**src/sv/rbmm_pkg.sv**
```systemverilog
package rbmm_pkg;

    // Bank geometry defaults
    localparam int REG_COUNT_DEF = 30;
    localparam int MAX_BURST_DEF = 32;

    // Write-enable mask: one bit per register, registers at or above MASK_W are read-only
    localparam int MASK_W       = 30;
    localparam int MASK_IDX_W   = $clog2(MASK_W);
    localparam logic [MASK_W-1:0] MASK_RESET = 30'h0060_0000;

    // Min/max unit register addresses
    localparam int OPERAND_A_ADDR = 21;
    localparam int OPERAND_B_ADDR = 22;
    localparam int MIN_ADDR       = 23;
    localparam int MAX_ADDR       = 24;

    localparam int OP_W   = 2;
    localparam int BYTE_W = 8;

    typedef enum logic [OP_W-1:0] {
        OP_ADDR = 2'd0,
        OP_DATA = 2'd1,
        OP_READ = 2'd2,
        OP_NONE = 2'd3
    } op_t;

    typedef enum logic [4:0] {
        ST_IDLE    = 5'b00001,
        ST_MIN     = 5'b00010,
        ST_MAX     = 5'b00100,
        ST_RD_LOAD = 5'b01000,
        ST_RD_OUT  = 5'b10000
    } state_t;

endpackage

```
**src/sv/rbmm_bank.sv**
```systemverilog
module rbmm_bank #(
    parameter int REG_COUNT = rbmm_pkg::REG_COUNT_DEF,
    parameter int IDX_W     = $clog2(REG_COUNT)
) (
    input  logic                        aclk,
    input  logic                        aresetn,
    input  logic                        wr_en,
    input  logic [IDX_W-1:0]            wr_addr,
    input  logic [rbmm_pkg::BYTE_W-1:0] wr_data,
    input  logic [IDX_W-1:0]            rd_addr,
    output logic [rbmm_pkg::BYTE_W-1:0] rd_data
);

    logic [rbmm_pkg::BYTE_W-1:0] mem_reg [REG_COUNT];
    logic [REG_COUNT-1:0]        vld_reg;
    logic [rbmm_pkg::BYTE_W-1:0] rd_data_reg;
    logic                        rd_vld_reg;

    always_ff @(posedge aclk) begin
        if (wr_en) begin
            mem_reg[wr_addr] <= wr_data;
        end
        rd_data_reg <= mem_reg[rd_addr];
    end

    // Entries never written read as zero
    always_ff @(posedge aclk) begin
        if (!aresetn) begin
            vld_reg    <= '0;
            rd_vld_reg <= 1'b0;
        end else begin
            if (wr_en) begin
                vld_reg[wr_addr] <= 1'b1;
            end
            rd_vld_reg <= vld_reg[rd_addr];
        end
    end

    assign rd_data = rd_vld_reg ? rd_data_reg : '0;

endmodule

```
**src/sv/rbmm_seq.sv**
```systemverilog
module rbmm_seq #(
    parameter int REG_COUNT = rbmm_pkg::REG_COUNT_DEF,
    parameter int MAX_BURST = rbmm_pkg::MAX_BURST_DEF,
    parameter int IDX_W     = $clog2(REG_COUNT)
) (
    input  logic                        aclk,
    input  logic                        aresetn,
    input  logic [rbmm_pkg::MASK_W-1:0] mask,
    input  logic                        s_valid,
    output logic                        s_ready,
    input  logic [rbmm_pkg::OP_W-1:0]   s_op,
    input  logic [rbmm_pkg::BYTE_W-1:0] s_byte_value,
    output logic                        m_valid,
    input  logic                        m_ready,
    output logic [rbmm_pkg::BYTE_W-1:0] m_read_data,
    output logic                        m_last,
    output logic                        wr_en,
    output logic [IDX_W-1:0]            wr_addr,
    output logic [rbmm_pkg::BYTE_W-1:0] wr_data,
    output logic [IDX_W-1:0]            rd_addr,
    input  logic [rbmm_pkg::BYTE_W-1:0] rd_data
);

    localparam int PTR_W = $clog2(REG_COUNT + 1);

    rbmm_pkg::state_t state_reg, state_next;
    logic [PTR_W-1:0]            ptr_reg, ptr_next;
    logic                        ptr_vld_reg, ptr_vld_next;
    logic [rbmm_pkg::BYTE_W-1:0] opa_reg, opa_next;
    logic [rbmm_pkg::BYTE_W-1:0] opb_reg, opb_next;
    logic                        gt_reg, gt_next;
    logic [PTR_W-1:0]            addr_reg, addr_next;
    logic [PTR_W-1:0]            rem_reg, rem_next;
    logic                        m_valid_reg, m_valid_next;
    logic [rbmm_pkg::BYTE_W-1:0] m_data_reg, m_data_next;
    logic                        m_last_reg, m_last_next;

    logic [PTR_W-1:0] avail;
    logic             writable;
    logic             in_range;
    logic             is_opa;
    logic             is_opb;

    assign avail    = PTR_W'(REG_COUNT) - ptr_reg;
    assign in_range = 32'(ptr_reg) < REG_COUNT;
    assign writable = (32'(ptr_reg) < rbmm_pkg::MASK_W)
                      && mask[ptr_reg[rbmm_pkg::MASK_IDX_W-1:0]];
    assign is_opa   = ptr_reg == PTR_W'(rbmm_pkg::OPERAND_A_ADDR);
    assign is_opb   = ptr_reg == PTR_W'(rbmm_pkg::OPERAND_B_ADDR);

    always_comb begin
        state_next   = state_reg;
        ptr_next     = ptr_reg;
        ptr_vld_next = ptr_vld_reg;
        opa_next     = opa_reg;
        opb_next     = opb_reg;
        gt_next      = gt_reg;
        addr_next    = addr_reg;
        rem_next     = rem_reg;
        m_valid_next = m_valid_reg;
        m_data_next  = m_data_reg;
        m_last_next  = m_last_reg;
        wr_en        = 1'b0;
        wr_addr      = ptr_reg[IDX_W-1:0];
        wr_data      = s_byte_value;

        case (state_reg)
            rbmm_pkg::ST_IDLE: begin
                if (s_valid) begin
                    case (rbmm_pkg::op_t'(s_op))
                        rbmm_pkg::OP_ADDR: begin
                            if (32'(s_byte_value) < REG_COUNT) begin
                                ptr_next     = s_byte_value[PTR_W-1:0];
                                ptr_vld_next = 1'b1;
                            end else begin
                                ptr_vld_next = 1'b0;
                            end
                        end
                        rbmm_pkg::OP_DATA: begin
                            if (ptr_vld_reg && in_range) begin
                                wr_en    = writable;
                                ptr_next = ptr_reg + PTR_W'(1);
                                if (is_opa && writable) begin
                                    opa_next = s_byte_value;
                                end
                                if (is_opb && writable) begin
                                    opb_next = s_byte_value;
                                end
                                // Operand touched: refresh min/max even on refused write
                                if (is_opa || is_opb) begin
                                    state_next = rbmm_pkg::ST_MIN;
                                end
                            end
                        end
                        rbmm_pkg::OP_READ: begin
                            if (ptr_vld_reg) begin
                                ptr_vld_next = 1'b0;
                                if (in_range) begin
                                    addr_next = ptr_reg;
                                    if (32'(avail) > MAX_BURST) begin
                                        rem_next = PTR_W'(MAX_BURST);
                                    end else begin
                                        rem_next = avail;
                                    end
                                    state_next = rbmm_pkg::ST_RD_LOAD;
                                end
                            end
                        end
                        default: begin
                        end
                    endcase
                end
            end
            rbmm_pkg::ST_MIN: begin
                gt_next    = opa_reg > opb_reg;
                wr_en      = 1'b1;
                wr_addr    = IDX_W'(rbmm_pkg::MIN_ADDR);
                wr_data    = (opa_reg > opb_reg) ? opb_reg : opa_reg;
                state_next = rbmm_pkg::ST_MAX;
            end
            rbmm_pkg::ST_MAX: begin
                wr_en      = 1'b1;
                wr_addr    = IDX_W'(rbmm_pkg::MAX_ADDR);
                wr_data    = gt_reg ? opa_reg : opb_reg;
                state_next = rbmm_pkg::ST_IDLE;
            end
            rbmm_pkg::ST_RD_LOAD: begin
                m_valid_next = 1'b1;
                m_data_next  = rd_data;
                m_last_next  = rem_reg == PTR_W'(1);
                state_next   = rbmm_pkg::ST_RD_OUT;
            end
            rbmm_pkg::ST_RD_OUT: begin
                if (m_ready) begin
                    m_valid_next = 1'b0;
                    if (m_last_reg) begin
                        state_next = rbmm_pkg::ST_IDLE;
                    end else begin
                        addr_next  = addr_reg + PTR_W'(1);
                        rem_next   = rem_reg - PTR_W'(1);
                        state_next = rbmm_pkg::ST_RD_LOAD;
                    end
                end
            end
            default: begin
                state_next = rbmm_pkg::ST_IDLE;
            end
        endcase
    end

    // Bank read data is registered from the next address, so it lands in time for RD_LOAD
    assign rd_addr = addr_next[IDX_W-1:0];

    always_ff @(posedge aclk) begin
        if (!aresetn) begin
            state_reg   <= rbmm_pkg::ST_IDLE;
            ptr_reg     <= '0;
            ptr_vld_reg <= 1'b0;
            opa_reg     <= '0;
            opb_reg     <= '0;
            m_valid_reg <= 1'b0;
        end else begin
            state_reg   <= state_next;
            ptr_reg     <= ptr_next;
            ptr_vld_reg <= ptr_vld_next;
            opa_reg     <= opa_next;
            opb_reg     <= opb_next;
            m_valid_reg <= m_valid_next;
        end
    end

    always_ff @(posedge aclk) begin
        gt_reg     <= gt_next;
        addr_reg   <= addr_next;
        rem_reg    <= rem_next;
        m_data_reg <= m_data_next;
        m_last_reg <= m_last_next;
    end

    assign s_ready     = state_reg == rbmm_pkg::ST_IDLE;
    assign m_valid     = m_valid_reg;
    assign m_read_data = m_data_reg;
    assign m_last      = m_last_reg;

endmodule

```
**src/sv/byte_register_bank_with_minmax_top.sv**
```systemverilog
// Channel   Handshake           Payload
// s_        s_valid / s_ready   s_op[1:0], s_byte_value[7:0]
// m_        m_valid / m_ready   m_read_data[7:0], m_last
// cfg_      cfg_wr_en           cfg_wr_data[29:0] (write-enable mask)
//
// A data request that hits an operand register holds s_ready low while min and max
// are written back through the single bank write port (ST_MIN, then ST_MAX).
// A read request is accepted, then each byte passes a bank read and then the output
// register, and can be held by an m_ready stall; s_ready stays low until the last byte is taken.
// Reset is synchronous on aresetn; the bank reads as zero after it.
module byte_register_bank_with_minmax_top #(
    parameter int REG_COUNT = rbmm_pkg::REG_COUNT_DEF,
    parameter int MAX_BURST = rbmm_pkg::MAX_BURST_DEF
) (
    input  logic                        aclk,
    input  logic                        aresetn,
    input  logic                        cfg_wr_en,
    input  logic [rbmm_pkg::MASK_W-1:0] cfg_wr_data,
    input  logic                        s_valid,
    output logic                        s_ready,
    input  logic [rbmm_pkg::OP_W-1:0]   s_op,
    input  logic [rbmm_pkg::BYTE_W-1:0] s_byte_value,
    output logic                        m_valid,
    input  logic                        m_ready,
    output logic [rbmm_pkg::BYTE_W-1:0] m_read_data,
    output logic                        m_last
);

    localparam int IDX_W = $clog2(REG_COUNT);

    logic [rbmm_pkg::MASK_W-1:0] mask_reg;
    logic                        wr_en;
    logic [IDX_W-1:0]            wr_addr;
    logic [rbmm_pkg::BYTE_W-1:0] wr_data;
    logic [IDX_W-1:0]            rd_addr;
    logic [rbmm_pkg::BYTE_W-1:0] rd_data;

    always_ff @(posedge aclk) begin
        if (!aresetn) begin
            mask_reg <= rbmm_pkg::MASK_RESET;
        end else if (cfg_wr_en) begin
            mask_reg <= cfg_wr_data;
        end
    end

    rbmm_seq #(
        .REG_COUNT (REG_COUNT),
        .MAX_BURST (MAX_BURST),
        .IDX_W     (IDX_W)
    ) u_seq (
        .aclk         (aclk),
        .aresetn      (aresetn),
        .mask         (mask_reg),
        .s_valid      (s_valid),
        .s_ready      (s_ready),
        .s_op         (s_op),
        .s_byte_value (s_byte_value),
        .m_valid      (m_valid),
        .m_ready      (m_ready),
        .m_read_data  (m_read_data),
        .m_last       (m_last),
        .wr_en        (wr_en),
        .wr_addr      (wr_addr),
        .wr_data      (wr_data),
        .rd_addr      (rd_addr),
        .rd_data      (rd_data)
    );

    rbmm_bank #(
        .REG_COUNT (REG_COUNT),
        .IDX_W     (IDX_W)
    ) u_bank (
        .aclk    (aclk),
        .aresetn (aresetn),
        .wr_en   (wr_en),
        .wr_addr (wr_addr),
        .wr_data (wr_data),
        .rd_addr (rd_addr),
        .rd_data (rd_data)
    );

endmodule

```
**config.mk**
```make
export PLATFORM = sky130hd
export DESIGN_NAME = byte_register_bank_with_minmax_top
export DESIGN_NICKNAME = d
export VERILOG_FILES = /design/src/sv/rbmm_pkg.sv /design/src/sv/rbmm_bank.sv /design/src/sv/rbmm_seq.sv /design/src/sv/byte_register_bank_with_minmax_top.sv
export SDC_FILE = /design/constraint.sdc
export NUM_CORES = 1
export LEC_CHECK = 0
export ABC_AREA = 1
export BUFFER_PORTS_ARGS = -buffer_cell sky130_fd_sc_hd__buf_2
export CAP_MARGIN = 20
export CORE_MARGIN = 3
export CORE_UTILIZATION = 62
export CTS_CLUSTER_SIZE = 14
export DETAILED_ROUTE_END_ITERATION = 12
export MAX_ROUTING_LAYER = met4
export PLACE_DENSITY = 0.8
export SETUP_SLACK_MARGIN = 0.02
export SYNTH_ARGS = -nofsm -noshare
export SYNTH_HDL_FRONTEND = slang
export SYNTH_HIERARCHICAL = 1
export SYNTH_SLANG_ARGS = --single-unit
```
**constraint.sdc**
```tcl
create_clock -name aclk -period 3.2 [get_ports aclk]
set_clock_uncertainty 0.1 [all_clocks]
set_input_delay 0.16 -clock aclk [delete_from_list [all_inputs] [get_ports aclk]]
set_output_delay 0.16 -clock aclk [all_outputs]
set_load 0.03 [all_outputs]
```
==> results of run 1 <==
## layer usage
layer	track usage, %	up-vias	share of wire [%]
met2	48.9	697	50
met5	-	-	0
met4	12.7	0	4.2
li1	-	6039	-
met3	4.53	122	8.7
met1	36.9	6001	37
## area by class of cell
class | count | area (um2)
well taps | 330 | 413
flip-flops and latches | 357 | 9700
multi-input cells | 1161 | 5250
clock inverters | 10 | 109
repair buffers | 176 | 1470
fillers | 1776 | 6650
inverters | 158 | 607
clock buffers | 58 | 1060
## synthesized netlist by cell type, drive strengths merged
library cell	count
a31oi	1
a22o	1
nand4	21
nand3	214
a211oi	3
a22oi	1
or2	1
o21ai	80
ha	14
nor3	15
edfxtp	255
buf	63
o211ai	8
nand2	502
xor2	7
o21a	1
dfxtp	102
inv	154
o211a	1
clkinv	4
o21bai	3
a21oi	28
clkbuf	20
nor2	260
## cell families after synthesis
logic type                 after synthesis  synth area share (%)
buffers and inverters                  241                  6.91
DFF                                    357                  60.5
and+or+nand+nor                       1013                  26.7
xor gates and xnor gates                 7                 0.383
adders and majority gates               14                  1.09
AOI/OAI and AO/OA                      127                  4.33
## path summary, 6_finish.rpt
kind | endpoint | slack (ps) | depth (start not counted)
min | u_seq/opa_reg[3] | 40 | 5
max reg2reg | u_bank/mem_reg[14][5] | 190 | 16
max | u_bank/mem_reg[14][5] | 190 | 16
min reg2reg | mask_reg[22] | 370 | 2
## metrics by stage
step	utilization (%)	total power [mW]	worst slack (ps)	hold slack [ps]	area [um2]
after floorplan	-	7.92	277	181	16000
after global placement	66.7	8.85	199	297	16800
after detailed placement	66.7	8.94	139	310	16800
after CTS	73.0	13.1	116	6.14	18400
after global routing	73.7	14.0	5.26	23.7	18600
final	73.7	13.4	190	36.0	18600
## layout by cell type, fill, tap and decap left out, types with 5 or more instances in the layout
master,n
a21oi_1,26
buf_2,55
buf_4,67
clkbuf_1,15
clkbuf_16,41
clkinv_1,8
dfxtp_1,102
dlygate4sd3_1,43
edfxtp_1,255
ha_1,14
inv_1,148
nand2_1,497
nand3_1,207
nand4_1,21
nor2_1,241
nor2_2,13
nor2_4,5
nor3_1,15
o211ai_1,8
o21ai_0,62
o21ai_1,17
xor2_1,7
## power by group through the flow
stage | combinational [mW] | clock (mW) | sequential (mW)
2_1_floorplan | 2.66 | 0 | 5.26
3_3_place_gp | 3.55 | 0 | 5.30
3_5_place_dp | 3.64 | 0 | 5.31
4_1_cts | 3.72 | 4.19 | 5.21
5_1_grt | 4.42 | 4.40 | 5.22
6_report | 4.03 | 4.15 | 5.21
## worst register-to-register path, cell delays in order, from the launching register on
cell	delay, ps
dfxtp_1	310
buf_4	190
inv_1	80
buf_4	190
nand3_1	100
nand2_1	100
nand2_1	80
nand2_2	90
nor2_4	50
nor2_8	90
nand2_1	50
o21ai_1	150
inv_1	110
nor3_1	210
inv_1	250
nor2_1	320
buf_4	240
## repair_timing
item                       4_1_cts  5_1_grt
setup buffers                    0        1
hold buffers                    43        0
gates resized for setup          0       10
hold endpoints to repair        51        0
setup endpoints to repair        0        9
==> reports/metrics.yaml, run 1 <==
outcome: "finished clean"
start_util_pct: 63.4
wl_per_cell_um: 18.5
cts_made_buffers: 38
path_delay_family: "simple AND/OR/NAND/NOR gates"
synth_cell_types: 39
avgSynthCellArea_um2: 9.11
synth_area_um2: 16000
clock-root-buffer: "clkbuf_16"
antenna_found_initial: 0
critPathBufInv: 6
path_class: "register to register"
stdcell_count: 2250
viasPerCell: 5.72
core.rowCount: 58
yosysTopAreaCell: "edfxtp_1"
areaGrowthSynthToFinish_pct: 16.1
synth_cells: 1759
netlist.area_leader.share_pct: 47.8
grt_pass1_wl_mm: 64.0
portBuffers: 55
wl_mm: 41.7
synth_area_leaders: "edfxtp_1 (48%), dfxtp_1 (13%), nand2_1 (12%)"
cp-startpoint: "u_seq/ptr_reg[1]"
internal-power_mw: 8.88
yosysWarnings: 6
nets: 1951
hp-start: "s_byte_value[3]"
min_path_type: "primary input to register"
n_antenna_cell: 0
fp.dieArea_um2: 27800
htree_levels: 2
power_frac_seq_pct: 38.9
hpwl_mm: 24.5
drc_errors: 0
fp.dieH_um: 167
grt_max_degree: 79
grt_pass1_vias: 12400
fmax_mhz: 332
synthesis.nets: 1818
finalHoldViolCount: 0
worstPathArrival_ps: 3120
io_pins: 56
grt_setup_unrepaired: "false"
die_x_um: 167
largest_reg_flops: 240
drv_cap: 0
place_inst: 2134
gp_congestion: 0.899
finalSetupViolations: 0
power_frac_comb_pct: 30.1
grt_remaining_overflow: 0
cts_tree: "yes"
worst_slew_margin_rel_pct: 35.3
antenna_left: 0
max_stage_delay_ps: 320
drt_iter0_drc: 1541
drtPass1Iterations: 8
worst-slew-pin-transition_ps: 971
slowest_stage: "nor2_1"
layout-drive-gt1-share_pct: 11.7
gr-usage-all-layers_pct: 29.6
core_um2: 25300
p_sw_share_pct: 33.8
clk_path_buf_depth: 3
clk_latency_ps: 530
crit_fanout: 12
ys_seq_area_share_pct: 60.5
ir_drop_mv: 0.473
vias: 12900
ys_seq_elements: 357
crit_required_ps: 3310
r2r_start: "u_seq/ptr_reg[1]"
fin_crit_sh_pct: 94.1
powerDensity_nw_per_um2: 720
finalCriticalPeriod_ps: 3010
cp-end-kind: "register"
clock_sinks: 357
p_leak_nw: 7.70
start_kind: "register"
clkPwrFrac_pct: 31.0
fin_tns_setup_ps: 0
cp_cell_sequence: "buf_4 -> inv_1 -> buf_4 -> nand3_1 -> nand2_1 -> nand2_1 -> nand2_2 -> nor2_4 -> nor2_8 -> nand2_1 -> o21ai_1 -> inv_1 -> nor3_1 -> inv_1 -> nor2_1 -> buf_4"
path_clk_slew_ps: 60
slew_viol_final: 0
power.switching_mw: 4.52
Power figures use the tool's default switching activity.
==> inputs of run 2 (changes only) <==
--- a/config.mk
+++ b/config.mk
@@ -9,11 +9,11 @@
 export BUFFER_PORTS_ARGS = -buffer_cell sky130_fd_sc_hd__buf_2
 export CAP_MARGIN = 20
 export CORE_MARGIN = 3
-export CORE_UTILIZATION = 62
+export CORE_UTILIZATION = 56
 export CTS_CLUSTER_SIZE = 14
 export DETAILED_ROUTE_END_ITERATION = 12
 export MAX_ROUTING_LAYER = met4
-export PLACE_DENSITY = 0.8
+export PLACE_DENSITY = 0.76
 export SETUP_SLACK_MARGIN = 0.02
 export SYNTH_ARGS = -nofsm -noshare
 export SYNTH_HDL_FRONTEND = slang
==> constraint.sdc (replaced) <==
create_clock -name aclk -period 2.65 [get_ports aclk]
set_clock_uncertainty 0.1 [all_clocks]
set_input_delay 0.1325 -clock aclk [delete_from_list [all_inputs] [get_ports aclk]]
set_output_delay 0.1325 -clock aclk [all_outputs]
set_load 0.03 [all_outputs]
==> run 2 against run 1 <==
Effect of this change: the flow now finishes with violations (negative setup slack); critical endpoint is now u_bank/rd_data_reg[3]; highest routed layer unchanged; die area is 10% higher; final area rose by 8.3%; routed wire length is 7.7% higher; sequential power is 21% higher.
==> reports/metrics.yaml, run 2 (synthesis results as in run 1) <==
dpl_cell_area_um2: 17200
fp.dieH_um: 175
wl_per_cell_um: 19.3
largest_reg_flops: 240
final_common_cell: "nand2_1"
antenna_left: 0
path_delay_family: "simple AND/OR/NAND/NOR gates"
cts_made_buffers: 37
fillers: 1912
slowest_stage: "dfxtp_2"
areaGrowthSynthToFinish_pct: 25.7
nets: 1984
worst-path-stages: 20
crit_required_ps: 2970
finalHoldViolCount: 0
fin_crit_sh_pct: 106
vias: 13300
drtPass1Iterations: 7
place_ws_ps: -70.1
finalCriticalPeriod_ps: 2800
ir_drop_mv: 0.519
max_stage_delay_ps: 350
worst-slew-pin-transition_ps: 1120
slew_viol_final: 0
setup.worst_path.end: "u_bank/rd_data_reg[3]"
whs_ps: 54.6
rrSetupSlack_ps: -150
viasPerCell: 5.71
clk_path_buf_depth: 3
htree_levels: 2
antenna_found_initial: 0
cpMostUsedCell: "nand2_1"
grt_pass1_vias: 12300
grt_max_degree: 60
fmax_mhz: 357
powerDensity_nw_per_um2: 887
grt_setup_unrepaired: "true"
layout-drive-gt1-share_pct: 19.8
grt_remaining_overflow: 0
core_um2: 28000
violations: "negative setup slack"
outcome: "finished, violations left"
clock-root-buffer: "clkbuf_16"
io_pins: 56
layout_common_cells: "nand2_1 (466), edfxtp_1 (255), nor2_1 (198)"
hpwl_mm: 24.1
gr-usage-all-layers_pct: 27.5
power.total_mw: 17.9
fin_tns_setup_ps: -946
cp-startpoint: "u_seq/ptr_reg[0]"
core.rowCount: 61
crit_fanout: 8
worstPathArrival_ps: 3120
min_path_type: "primary input to register"
cp-end-kind: "register"
start_util_pct: 57.2
critPathBufInv: 4
portBuffers: 55
rr_worst_depth: 20
worst_slew_margin_rel_pct: 24.9
path_class: "register to register"
finalSetupViolations: 19
n_antenna_cell: 0
cts_tree: "yes"
fp.dieArea_um2: 30700
worst_slack_ps: -153
cp_cell_sequence: "inv_4 -> ha_4 -> o21bai_1 -> nand3_1 -> nand3_2 -> nor2_4 -> a21oi_2 -> o21ai_4 -> nand3_4 -> buf_12 -> buf_12 -> buf_6 -> nand2_1 -> nand3_1 -> nand2_1 -> a21oi_2 -> nand2_1 -> nand2_1 -> nand2_2 -> nand2_1"
wl_mm: 45.0
grt_pass1_wl_mm: 65.0
clock_sinks: 357
start_kind: "register"
r2r-end: "u_bank/rd_data_reg[3]"
gp_congestion: 0.895
drc_errors: 0
drv_cap: 0
clk_latency_ps: 520
path_clk_slew_ps: 60
p_leak_nw: 8.17
r2r_start: "u_seq/ptr_reg[0]"
drt_iter0_drc: 1362
die_x_um: 175
finalInstanceArea_um2: 20100
## run 2: cell types whose count changed in the layout (fill, tap and decap cells not counted), sizes merged
cell | previous run | this run
clkbuf | 61 | 64
inv | 155 | 152
clkinv | 10 | 19
dlygate4sd3 | 43 | 44
nor2 | 260 | 263
buf | 130 | 151
## run 2: how the worst min path moves through the flow
stage	startpoint	to	slack, ps	cells after the start
6_report	s_valid	u_seq/ptr_vld_reg	50	4
5_1_grt	s_valid	u_seq/ptr_vld_reg	100	4
4_1_cts	s_valid	u_seq/ptr_vld_reg	10	4
3_5_place_dp	cfg_wr_data[22]	mask_reg[22]	280	3
3_3_place_gp	cfg_wr_data[21]	mask_reg[21]	260	3
2_1_floorplan	aresetn	u_bank/rd_vld_reg	150	2
## run 2: metrics by stage
| step | util, % | cells |
|---|---|---|
| 2_1_floorplan | - | 1759 |
| 3_3_place_gp | 61.4 | 2166 |
| 3_5_place_dp | 61.4 | 2166 |
| 4_1_cts | 68.9 | 2302 |
| 5_1_grt | 71.9 | 2332 |
| 6_report | 71.9 | 2332 |
## run 2: area by class of cell
type                       instances  area, um2  share of cell area (%)
clock buffer                      53       1050                    5.20
multi-input combinational       1164       5850                    29.0
inverter                         158        649                    3.22
sequential                       357       9700                    48.2
timing repair buffer             206       2300                    11.4
clock inverter                    15        109                   0.540
tap                              378        473                    2.35
timing repair inverter             1       16.3                  0.0807
## run 2: where the power goes
group / internal [mW] / leakage [nW] / total (mW) / switching, mW
clock: 2.87 / 0.566 / 4.96 / 2.09
combinational: 2.57 / 4.48 / 6.63 / 4.06
sequential: 6.17 / 3.13 / 6.29 / 0.117
## run 2: tightest hold or removal path: cells and delay by family
family / cells / cell delay, ps
buffers and inverters: 1 / 110
and+or+nand+nor: 2 / 240
AOI/OAI and AO/OA: 1 / 140
## run 2: metal layers
metal / GRT usage (%) / routed length (um)
met1: 35.3 / 17000
met2: 44.6 / 21800
met3: 4.02 / 4080
met4: 10.8 / 2110
met5: - / 0
## run 2: repair_timing
item	in CTS	in global routing
hold endpoints to repair	53	0
buffers inserted	18	15
pin swaps	13	57
setup endpoints to repair	97	280
resized for setup	25	104
hold buffers	44	0
cloned	6	17
